`config.mk`:
```
export PLATFORM = sky130hd
export DESIGN_NAME = fbfla_ctrl
export DESIGN_NICKNAME = d
export VERILOG_FILES = /design/src/rtl/fbfla_pkg.sv /design/src/rtl/fbfla_ctrl.sv
export SDC_FILE = /design/constraint.sdc
export NUM_CORES = 1
export LEC_CHECK = 0
export ABC_CLOCK_PERIOD_IN_PS = 1500
export BUFFER_PORTS_ARGS = -buffer_cell sky130_fd_sc_hd__buf_2
export CELL_PAD_IN_SITES_DETAIL_PLACEMENT = 1
export CELL_PAD_IN_SITES_GLOBAL_PLACEMENT = 1
export CORE_AREA = 2 2 39 41
export CTS_CLUSTER_SIZE = 16
export DETAILED_ROUTE_END_ITERATION = 8
export DIE_AREA = 0 0 41 43
export GPL_ROUTABILITY_DRIVEN = 0
export PLACE_DENSITY = 0.48
export RECOVER_POWER = 25
export SLEW_MARGIN = 20
export SYNTH_ARGS = -nofsm -noshare
export SYNTH_HDL_FRONTEND = slang
export SYNTH_SLANG_ARGS = --single-unit
export TNS_END_PERCENT = 100
```
`constraint.sdc`:
```
create_clock -name clk -period 1.5 [get_ports clk]
set_input_delay 0.3 -clock clk [delete_from_list [all_inputs] [get_ports clk]]
set_output_delay 0.3 -clock clk [all_outputs]
set_load 0.02 [all_outputs]
```
`src/rtl/fbfla_pkg.sv`:
```
// Shared types and constants of the fixed block free list allocator.
// Used by fbfla_ctrl, fbfla_datapath and the top level; depends on nothing.
package fbfla_pkg;

  localparam int ACTION_W   = 1;
  localparam int CHUNK_W    = 3;
  localparam int BLOCK_W    = 8;
  localparam int STATUS_W   = 3;
  localparam int OFFSET_W   = 24;
  localparam int LEFT_W     = 8;
  localparam int BYTES_W    = 16;

  localparam int IN_DATA_W  = 16;
  localparam int IN_USER_W  = ACTION_W;
  localparam int OUT_DATA_W = 48;
  localparam int OUT_USER_W = STATUS_W;
  localparam int OUT_PAD_W  = OUT_DATA_W - (CHUNK_W + BLOCK_W + OFFSET_W + LEFT_W);

  localparam logic [ACTION_W-1:0] ACT_ALLOC = 1'b0;
  localparam logic [ACTION_W-1:0] ACT_FREE  = 1'b1;

  localparam logic [STATUS_W-1:0] ST_OK        = 3'd0;
  localparam logic [STATUS_W-1:0] ST_EXHAUSTED = 3'd1;
  localparam logic [STATUS_W-1:0] ST_NO_CHUNK  = 3'd2;
  localparam logic [STATUS_W-1:0] ST_BAD_BLOCK = 3'd3;
  localparam logic [STATUS_W-1:0] ST_FULL      = 3'd4;

  localparam logic [BYTES_W-1:0] BLOCK_BYTES_RESET = 16'd8;

  typedef struct packed {
    logic load_item;
    logic decide;
    logic init_step;
    logic finish;
  } ctrl_cmd_t;

  typedef struct packed {
    logic need_create;
    logic init_last;
    logic out_free;
  } dp_status_t;

endpackage

```
`src/rtl/fbfla_ctrl.sv`:
```
// Controller state machine of the allocator: sequences accept, decide,
// chunk link initialization and result hand-off. Depends on fbfla_pkg.
module fbfla_ctrl (
  input  logic                  clk,
  input  logic                  rst,
  input  logic                  s_tvalid,
  output logic                  s_tready,
  input  fbfla_pkg::dp_status_t status,
  output fbfla_pkg::ctrl_cmd_t  cmd
);
  import fbfla_pkg::*;

  localparam logic [1:0] S_IDLE   = 2'd0;
  localparam logic [1:0] S_DECIDE = 2'd1;
  localparam logic [1:0] S_INIT   = 2'd2;
  localparam logic [1:0] S_FIN    = 2'd3;

  logic [1:0] state;
  logic [1:0] state_next;

  always_comb begin
    state_next = state;
    case (state)
      S_IDLE: begin
        if (s_tvalid) state_next = S_DECIDE;
      end
      S_DECIDE: begin
        state_next = status.need_create ? S_INIT : S_FIN;
      end
      S_INIT: begin
        if (status.init_last) state_next = S_DECIDE;
      end
      S_FIN: begin
        if (status.out_free) state_next = S_IDLE;
      end
      default: begin
        state_next = S_IDLE;
      end
    endcase
  end

  always_ff @(posedge clk) begin
    if (rst) begin
      state <= S_IDLE;
    end else begin
      state <= state_next;
    end
  end

  assign s_tready       = (state == S_IDLE);
  assign cmd.load_item  = (state == S_IDLE) && s_tvalid;
  assign cmd.decide     = (state == S_DECIDE);
  assign cmd.init_step  = (state == S_INIT);
  assign cmd.finish     = (state == S_FIN) && status.out_free;

endmodule

```
# Word-level counts from Yosys, hierarchy flattened
# Cells that the tools add are included.
[op_classes]
addsub = 0
n_mul = 0
div_mod_pow = 0
magnitude_cmp = 0
n_eq_ne = 6
shift = 0
muxes = 5
bitwise = 0
reduce_logical = 4
[op_table]
columns = ["operator", "n"]
rows = [
  ["$pmux 2 s4", 1],
  ["$mux 2", 3],
  ["$ne 2x2->1 const B", 3],
  ["$eq 2x2->1 const B", 2],
  ["$reduce_and 3->1", 1],
  ["$eq 2x1->1 const B", 1],
  ["$logic_and 1x1->1", 2],
  ["$logic_not 2->1", 1],
  ["$mux 1", 1],
]
[totals]
reg_bits = 2
latch_bits = 0
ramBits = 0
rom_bits = 0
inputBits = 6
output_inout_bits = 5
wordCells = 16
n_memories = 0

# Depth between registers and ports, before layout
# Gate-level depths: netlist of run 1.
[logic_depth]
ltp_word = 3
depth_mapped = 4
mapped_depth_nobuf = 3

# Worst setup path before layout of run 1
# OpenSTA, ideal clock, no wires.
[synth_timing]
path_type = "register -> output"
from = "register state[1]"
to = "output cmd[3] (netlist bit)"
arrival_time_ns = 0.917
t_required_ns = 1.200
setup_slack_ns = 0.283
stages_incl_launch_ff = 3
n_path_buf = 1
cell_sequence = "dfxtp_1 > buf_6 > nor3_1"
[synth_rtl]
columns = ["element", "line", "text"]
rows = [
  ["start: declaration", "fbfla_ctrl.sv:18", "logic [1:0] state;"],
  ["start signal: assignment", "fbfla_ctrl.sv:46", "state <= state_next;"],
  ["end: declaration", "fbfla_ctrl.sv:9", "output fbfla_pkg::ctrl_cmd_t cmd"],
]

==> results.yml, run 1 <==
outcome:
  status: "finished clean"
die:
  initial_utilization: 0.1004
  die_w_um: 41
  die_area_mm2: 0.001763
  core-area_mm2: 0.001384
  pin_count: 11
  chipHeight_um: 43
  placementRows: 14
sta:
  slew_headroom: 0.8210
  hold_violations: 0
  finalSetupViolations: 0
  fin_worst_skew_ns: 0.002612
  tns_ns: 0
  fin_crit_ns: 1.338
  rsz0062_at_grt: "no"
  period_share: 0.8918
  tightest_slew_ns: 0.2681
  drv_slew: 0
  max_freq_mhz: 747.5
logic_synthesis:
  ys_top_cells_by_area: "dfxtp_1 (29%), mux4_2 (16%), nor2_1 (11%)"
  ys_ff_latch: 2
  synthDistinctLibCells: 11
  synth_nets: 23
  synth_area_um2: 138.9
  synth_edf_count: 0
  synth-main-ff-cell: "dfxtp_1"
  ys_top_cells_by_count: "nor2_1 (4), dfxtp_1 (2), inv_1 (2), nor2b_1 (2)"
  yosysTopAreaCell: "dfxtp_1"
  synth_top_area_frac: 0.2883
  netlist_instances: 17
  ys_seq_area_frac: 0.2883
  yosysWarnings: 0
  synthArstFlopShare: 0
  synth_area_per_cell_um2: 8.170
  synth_most_common_cell: "nor2_1"
worst_setup_path:
  r2r-end: "state[0]"
  start_kind: "flip-flop"
  worst_ep_arrival_time_ns: 1.04
  ff2ff_setup_slack_ns: 0.36
  cp-startpoint: "state[1]"
  cp-endpoint: "cmd[0]"
  critPathMaxFanout: 8
  cp_cell_sequence: "and3_1 > buf_2"
  slowest_stage: "dfxtp_1"
  reg2reg_from: "state[1]"
  max_stage_delay_ns: 0.46
  critical_path_required_ns: 1.20
  criticalPathCategory: "reg2out"
  end_kind: "output pin"
  reg2regPathDepth: 2
layout:
  ff_latch_area_um2: 40.04
  layout-drive-gt1-share: 0.5000
  n_antenna_cell: 0
  fill_cells: 172
  regMostFlops: "state"
  synthToLayoutAreaGrowth_pct: 53.15
  nNetsFinal: 36
  multi_input_area_um2: 72.57
  top_regs: "state (2)"
  largest_reg_flops: 2
clocking:
  clk_path_buf_depth: 2
  cts_tree: "yes"
  worstSkewPairLatency_ns: 0.22
  numClockSinks: 2
  hold_buffers: 0
  cts_root_buffer: "clkbuf_4"
  cts_max_level: 1
  post_cts_buffers: 0
  cts_buffers: 3
  clk_pin_slew_worst_paths_ns: 0.03
  cts.repair.resized: 0
pwr:
  clkPwrFrac: 0.492
  comb_power_share: 0.222
  peakVddDrop_mv: 0.2184
  power_density_mw_per_mm2: 1117
  intPower_w: 0.0001713
  leakage_nw: 0.1134
  p_total_w: 0.0002377
  p_seq_frac: 0.286
  swShare: 0.2792
  switchingPower_w: 0.00006635
drt:
  viasPerCell: 3.500
  firstDrtPassIters: 3
  wl_per_cell_um: 8.091
  wl_met3_um: 46
  drt_iter0_markers: 2
  met2_length_um: 156
  vias: 154
  final_antenna_net_count: 0
  drt-total-wl_um: 356
  highest_layer: "met3"
  drc: 0
  wl_met1_um: 152
global_routing:
  grt_pass1_vias: 153
  track_usage: 0.05723
  antenna_found_initial: 0
  grt_start_max_net_pins: 9
  grt_overflow_total: 0
  grt_pass1_wl_um: 627
worst_hold_path:
  min_path_type: "in2reg"
run:
  maxCapViolCount: 0
placement:
  io_buffer_count: 10
[critical path, delay by kind of cell, from the launching register on]
family / cells / cell delay [ns]
flops: 1 / 0.46
simple gates: 1 / 0.20
buf+inv: 1 / 0.16
[cell usage in the layout (no fill, tap or decap), drive strengths merged]
cell    count
nand2       1
a22oi       1
inv         2
clkbuf      3
nor2b       2
buf        10
nor2        4
nor3        1
and3        1
dfxtp       2
mux4        1
[final cells by class]
cell class / count / area share
Clock buffer: 3 / 0.1059
Inverter: 2 / 0.03529
Multi-Input combinational cell: 11 / 0.3412
Sequential cell: 2 / 0.1882
Tap cell: 16 / 0.09412
Timing Repair Buffer: 10 / 0.2353
[worst min-delay path by stage]
| stage | start | to | slack [ns] | cells after the start |
|---|---|---|---|---|
| floorplan | rst | state[0] | 0.37 | 1 |
| global placement | rst | state[0] | 0.48 | 2 |
| detailed placement | rst | state[0] | 0.49 | 2 |
| CTS | rst | state[0] | 0.25 | 2 |
| global route | rst | state[0] | 0.26 | 2 |
| finish | rst | state[0] | 0.25 | 2 |
[layer usage]
layer | global-route usage | up-vias
met5 | 0 | -
met4 | 0.06000 | 0
met3 | 0.03141 | 0
met2 | 0.06563 | 9
met1 | 0.06752 | 68
li1 | - | 77
[cells by family after synthesis]
group / Yosys count / share of synthesized area
compound gates: 1 / 0.05407
buf+inv: 4 / 0.1892
flops: 2 / 0.2883
mux: 1 / 0.1622
simple gates: 9 / 0.3062
[power groups by stage]
stage                     sequential [W]  combinational [W]  clock [W]
final                          0.0000679          0.0000529   0.000117
after global routing           0.0000700          0.0000583   0.000128
after CTS                      0.0000680          0.0000539   0.000124
after detailed placement       0.0000687          0.0000538          0
after global placement         0.0000688          0.0000532          0
after floorplan                0.0000635          0.0000449          0
[through the flow]
| step | hold slack [ns] | cell area, um^2 | worst slack (ns) | utilization | cells |
|---|---|---|---|---|---|
| after CTS | 0.2506 | 212.7 | 0.1429 | 0.1537 | 44 |
| after detailed placement | 0.4881 | 190.2 | 0.3590 | 0.1374 | 41 |
| after floorplan | 0.3724 | 138.9 | 0.2829 | - | 17 |
| final | 0.2539 | 212.7 | 0.1622 | 0.1537 | 44 |
| after global routing | 0.2616 | 212.7 | 0.07075 | 0.1537 | 44 |
| after global placement | 0.4834 | 190.2 | 0.3657 | 0.1374 | 41 |
No activity file was read; power rests on OpenSTA's default activity.
==> run 2, diff against run 1 <==
Settings changed: CELL_PAD_IN_SITES_DETAIL_PLACEMENT 1 to 0, REMOVE_ABC_BUFFERS from default to 1.
==> run 2 against run 1 <==
Effect of this change: total power up 1.1%; die area unchanged; fmax rose by 0.54%; non-clock buffer count stayed put; flip-flop and latch count unchanged; global-route usage fell by 0.30 points; via count fell by 6.5%; setup slack better by 0.0072 ns; final cell count unchanged; combinational power barely moved; design area stayed put; critical path type unchanged; critical endpoint unchanged.
==> results.yml, run 2 (same netlist as run 1, synthesis figures left out) <==
die:
  core-area_mm2: 0.001384
  initial_utilization: 0.1004
  die_area_mm2: 0.001763
  die_w_um: 41
  chipHeight_um: 43
  placementRows: 14
  pin_count: 11
sta:
  rsz0062_at_grt: "no"
  hold_violations: 0
  period_share: 0.8870
  drv_slew: 0
  slew_headroom: 0.8218
  tns_ns: 0
  max_freq_mhz: 751.6
  tightest_slew_ns: 0.2670
  fin_crit_ns: 1.331
  fin_worst_skew_ns: 0.0009897
  finalSetupViolations: 0
worst_setup_path:
  crit_family: "flip-flops"
  end_kind: "output pin"
  criticalPathCategory: "reg2out"
  slowest_stage: "dfxtp_1"
  reg2regPathDepth: 2
  path_buf_inv: 1
  max_stage_delay_ns: 0.46
  start_kind: "flip-flop"
  ff2ff_setup_slack_ns: 0.36
  r2r-end: "state[0]"
  reg2reg_from: "state[1]"
  critical_path_required_ns: 1.20
  critPathMaxFanout: 8
  worst_ep_arrival_time_ns: 1.03
  cp_cell_sequence: "and3_1 > buf_2"
drt:
  vias: 144
  final_antenna_net_count: 0
  drt_iter0_markers: 3
  wl_per_cell_um: 8.091
  drc: 0
  drt-total-wl_um: 356
  viasPerCell: 3.273
  firstDrtPassIters: 4
layout:
  fill_cells: 158
  n_antenna_cell: 0
  finalInstanceArea_um2: 212.7
  final_util: 0.1537
  synthToLayoutAreaGrowth_pct: 53.15
  ff_latch_area_um2: 40.04
  final_common_cell: "buf_2"
  largest_reg_flops: 2
  top_regs: "state (2)"
  regMostFlops: "state"
  nNetsFinal: 36
  layout_common_cells: "buf_2 (10), nor2_1 (4), clkbuf_4 (3)"
  multi_input_area_um2: 72.57
  layout-drive-gt1-share: 0.5000
worst_hold_path:
  hold_end: "state[0]"
  hold_path_startpoint: "rst"
  min_path_type: "in2reg"
  hold_path_depth: 2
global_routing:
  grt_start_max_net_pins: 9
  grt_overflow_total: 0
  grt_pass1_vias: 128
  grt_pass1_wl_um: 531
  antenna_found_initial: 0
  track_usage: 0.05427
clocking:
  cts_buffers: 3
  clk_path_buf_depth: 2
  cts.repair.resized: 0
  hold_buffers: 0
  clk_pin_slew_worst_paths_ns: 0.03
  numClockSinks: 2
  cts_max_level: 1
  cts_tree: "yes"
  post_cts_buffers: 0
  cts_root_buffer: "clkbuf_4"
  worstSkewPairLatency_ns: 0.22
pwr:
  leakage_nw: 0.1134
  power_density_mw_per_mm2: 1130
  peakVddDrop_mv: 0.2080
  p_total_w: 0.0002403
run:
  maxCapViolCount: 0
placement:
  io_buffer_count: 10
  dpl_cell_area_um2: 190.2
  hpwl_um: 259.8
outcome:
  status: "finished clean"
-- run 2: area by class of cell --
class	instances	share of cell area
Tap cell	16	0.09412
Inverter	2	0.03529
Multi-Input combinational cell	11	0.3412
Timing Repair Buffer	10	0.2353
Sequential cell	2	0.1882
Clock buffer	3	0.1059
-- run 2: worst max-delay path by stage --
stage | cells past startpoint | from | endpoint
floorplan | 1 | state[1] | cmd[3]
global placement | 2 | state[1] | state[0]
detailed placement | 2 | state[1] | state[0]
CTS | 2 | state[1] | cmd[0]
global route | 2 | state[1] | cmd[0]
finish | 2 | state[1] | cmd[0]
-- run 2: metrics by stage --
stage,instances,setup WS (ns),hold slack [ns]
final,44,0.1695,0.2506
after global routing,44,0.1072,0.2401
after CTS,44,0.1464,0.2386
after detailed placement,41,0.3746,0.4788
after global placement,41,0.3592,0.4924
after floorplan,15,0.3286,0.3724
-- run 2: report_power, final --
group | switching (W) | total (W) | internal, W | leakage [nW]
Clock | 0.0000312 | 0.000119 | 0.0000883 | 0.0138
Sequential | 0.00000947 | 0.0000679 | 0.0000584 | 0.0166
Combinational | 0.0000282 | 0.0000530 | 0.0000248 | 0.0831
-- run 2: routing by layer --
metal  up-vias  routed length [um]  global-route usage
li1         77                   -                   -
met1        56                 189             0.06452
met2        11                  98             0.03750
met3         0                  69             0.05236
met4         0                   0             0.08000
met5         -                   0                   0
==> run 3, diff against run 2 <==
Settings changed: BUFFER_PORTS_ARGS -buffer_cell sky130_fd_sc_hd__buf_2 to default, DONT_BUFFER_PORTS from default to 1, PLACE_DENSITY 0.48 to 0.37.
==> run 3 against run 2 <==
Effect of this change: clock skew hardly changed; worst hold slack worse by 0.10 ns; sequential share of layout area rose by 4.7 points; routed wire length decreased by 4.2%; first-iteration DRC count shrank 67%; utilization fell by 3.1 points; design area is 20% lower; sequential power barely moved; clock power about the same; critical path depth decreased by 1; via count decreased by 15%.
==> results.yml, run 3 (same netlist as run 1, synthesis figures left out) <==
global_routing:
  grt_pass1_vias: 115
  track_usage: 0.04719
  grt_pass1_wl_um: 483
  grt_overflow_total: 0
  grt_start_max_net_pins: 9
  antenna_found_initial: 0
sta:
  drv_slew: 0
  period_share: 0.9221
  slew_headroom: 0.7330
  tns_ns: 0
  timing.hold.ws_ns: 0.1467
  rsz0062_at_grt: "no"
  fin_crit_ns: 1.383
  tightest_slew_ns: 0.3997
  fin_worst_skew_ns: 0.001103
  hold_violations: 0
  finalSetupViolations: 0
  max_freq_mhz: 723.0
clocking:
  cts_max_level: 1
  cts_root_buffer: "clkbuf_4"
  post_cts_buffers: 0
  clk_path_buf_depth: 2
  cts.repair.resized: 0
  worstSkewPairLatency_ns: 0.22
  hold_buffers: 0
  cts_tree: "yes"
  clk_pin_slew_worst_paths_ns: 0.03
  numClockSinks: 2
  cts_buffers: 3
drt:
  vias: 123
  firstDrtPassIters: 2
  drc: 0
  final_antenna_net_count: 0
  viasPerCell: 3.514
  drt-total-wl_um: 341
  wl_per_cell_um: 9.743
  drt_iter0_markers: 1
die:
  pin_count: 11
  placementRows: 14
  die_area_mm2: 0.001763
  initial_utilization: 0.1004
  die_w_um: 41
  core-area_mm2: 0.001384
  chipHeight_um: 43
worst_setup_path:
  crit_family: "flip-flops"
  end_kind: "output pin"
  start_kind: "flip-flop"
  path_buf_inv: 0
  criticalPathCategory: "reg2out"
  slowest_stage: "dfxtp_1"
  worst_ep_arrival_time_ns: 1.08
  cp_cell_sequence: "nor2b_1"
  max_stage_delay_ns: 0.46
  critPathMaxFanout: 8
  critical_path_required_ns: 1.20
layout:
  top_regs: "state (2)"
  n_antenna_cell: 0
  finalInstanceArea_um2: 170.2
  largest_reg_flops: 2
  layout-drive-gt1-share: 0.2632
  final_common_cell: "nor2_1"
  synthToLayoutAreaGrowth_pct: 22.52
  layout_common_cells: "nor2_1 (4), clkbuf_4 (3), nor2b_1 (2), inv_1 (2), dfxtp_1 (2)"
  regMostFlops: "state"
  nNetsFinal: 27
placement:
  dpl_cell_area_um2: 147.6
  io_buffer_count: 0
pwr:
  leakage_nw: 0.07516
  clkPwrFrac: 0.522
  comb_power_share: 0.177
  p_seq_frac: 0.301
  peakVddDrop_mv: 0.1913
  switchingPower_w: 0.00006263
  power_density_mw_per_mm2: 1325
  intPower_w: 0.0001628
  swShare: 0.2778
outcome:
  status: "finished clean"
worst_hold_path:
  min_path_type: "in2reg"
run:
  maxCapViolCount: 0
## run 3: area by class of cell
type / instances / area (um^2)
clock buffers: 3 / 22.52
fillers: 163 / 1214
inverters: 2 / 7.507
multi-input cells: 11 / 72.57
flip-flops and latches: 2 / 40.04
well taps: 16 / 20.02
repair buffers: 1 / 7.507
## run 3: final timing paths
check / to / slack (ns) / from / cells past startpoint
max: cmd[1] / 0.12 / state[1] / 1
min: state[1] / 0.15 / rst / 1
max reg2reg: state[0] / 0.35 / state[1] / 2
min reg2reg: state[1] / 0.65 / state[0] / 2
## run 3: metal layers
| metal | vias up | wire length (um) | global-route usage |
|---|---|---|---|
| met2 | 3 | 203 | 0.05938 |
| met5 | - | 0 | 0 |
| met1 | 62 | 122 | 0.03859 |
| met4 | 0 | 0 | 0.08000 |
| li1 | 58 | - | - |
| met3 | 0 | 15 | 0.02094 |
## run 3: power by group through the flow
stage | registers [W] | clock network [W] | logic (W)
final | 0.0000678 | 0.000118 | 0.0000400
after global routing | 0.0000690 | 0.000128 | 0.0000426
after CTS | 0.0000679 | 0.000126 | 0.0000408
after detailed placement | 0.0000685 | 0 | 0.0000407
after global placement | 0.0000681 | 0 | 0.0000411
after floorplan | 0.0000661 | 0 | 0.0000340
## run 3: per-stage QoR
step,instances,worst slack [ns],total power (W),util
2_1_floorplan,15,0.3286,0.0001001,-
3_3_place_gp,32,0.3560,0.0001093,0.1067
3_5_place_dp,32,0.3463,0.0001092,0.1067
4_1_cts,35,0.1017,0.0002344,0.1230
5_1_grt,35,0.07038,0.0002393,0.1230
6_report,35,0.1169,0.0002255,0.1230
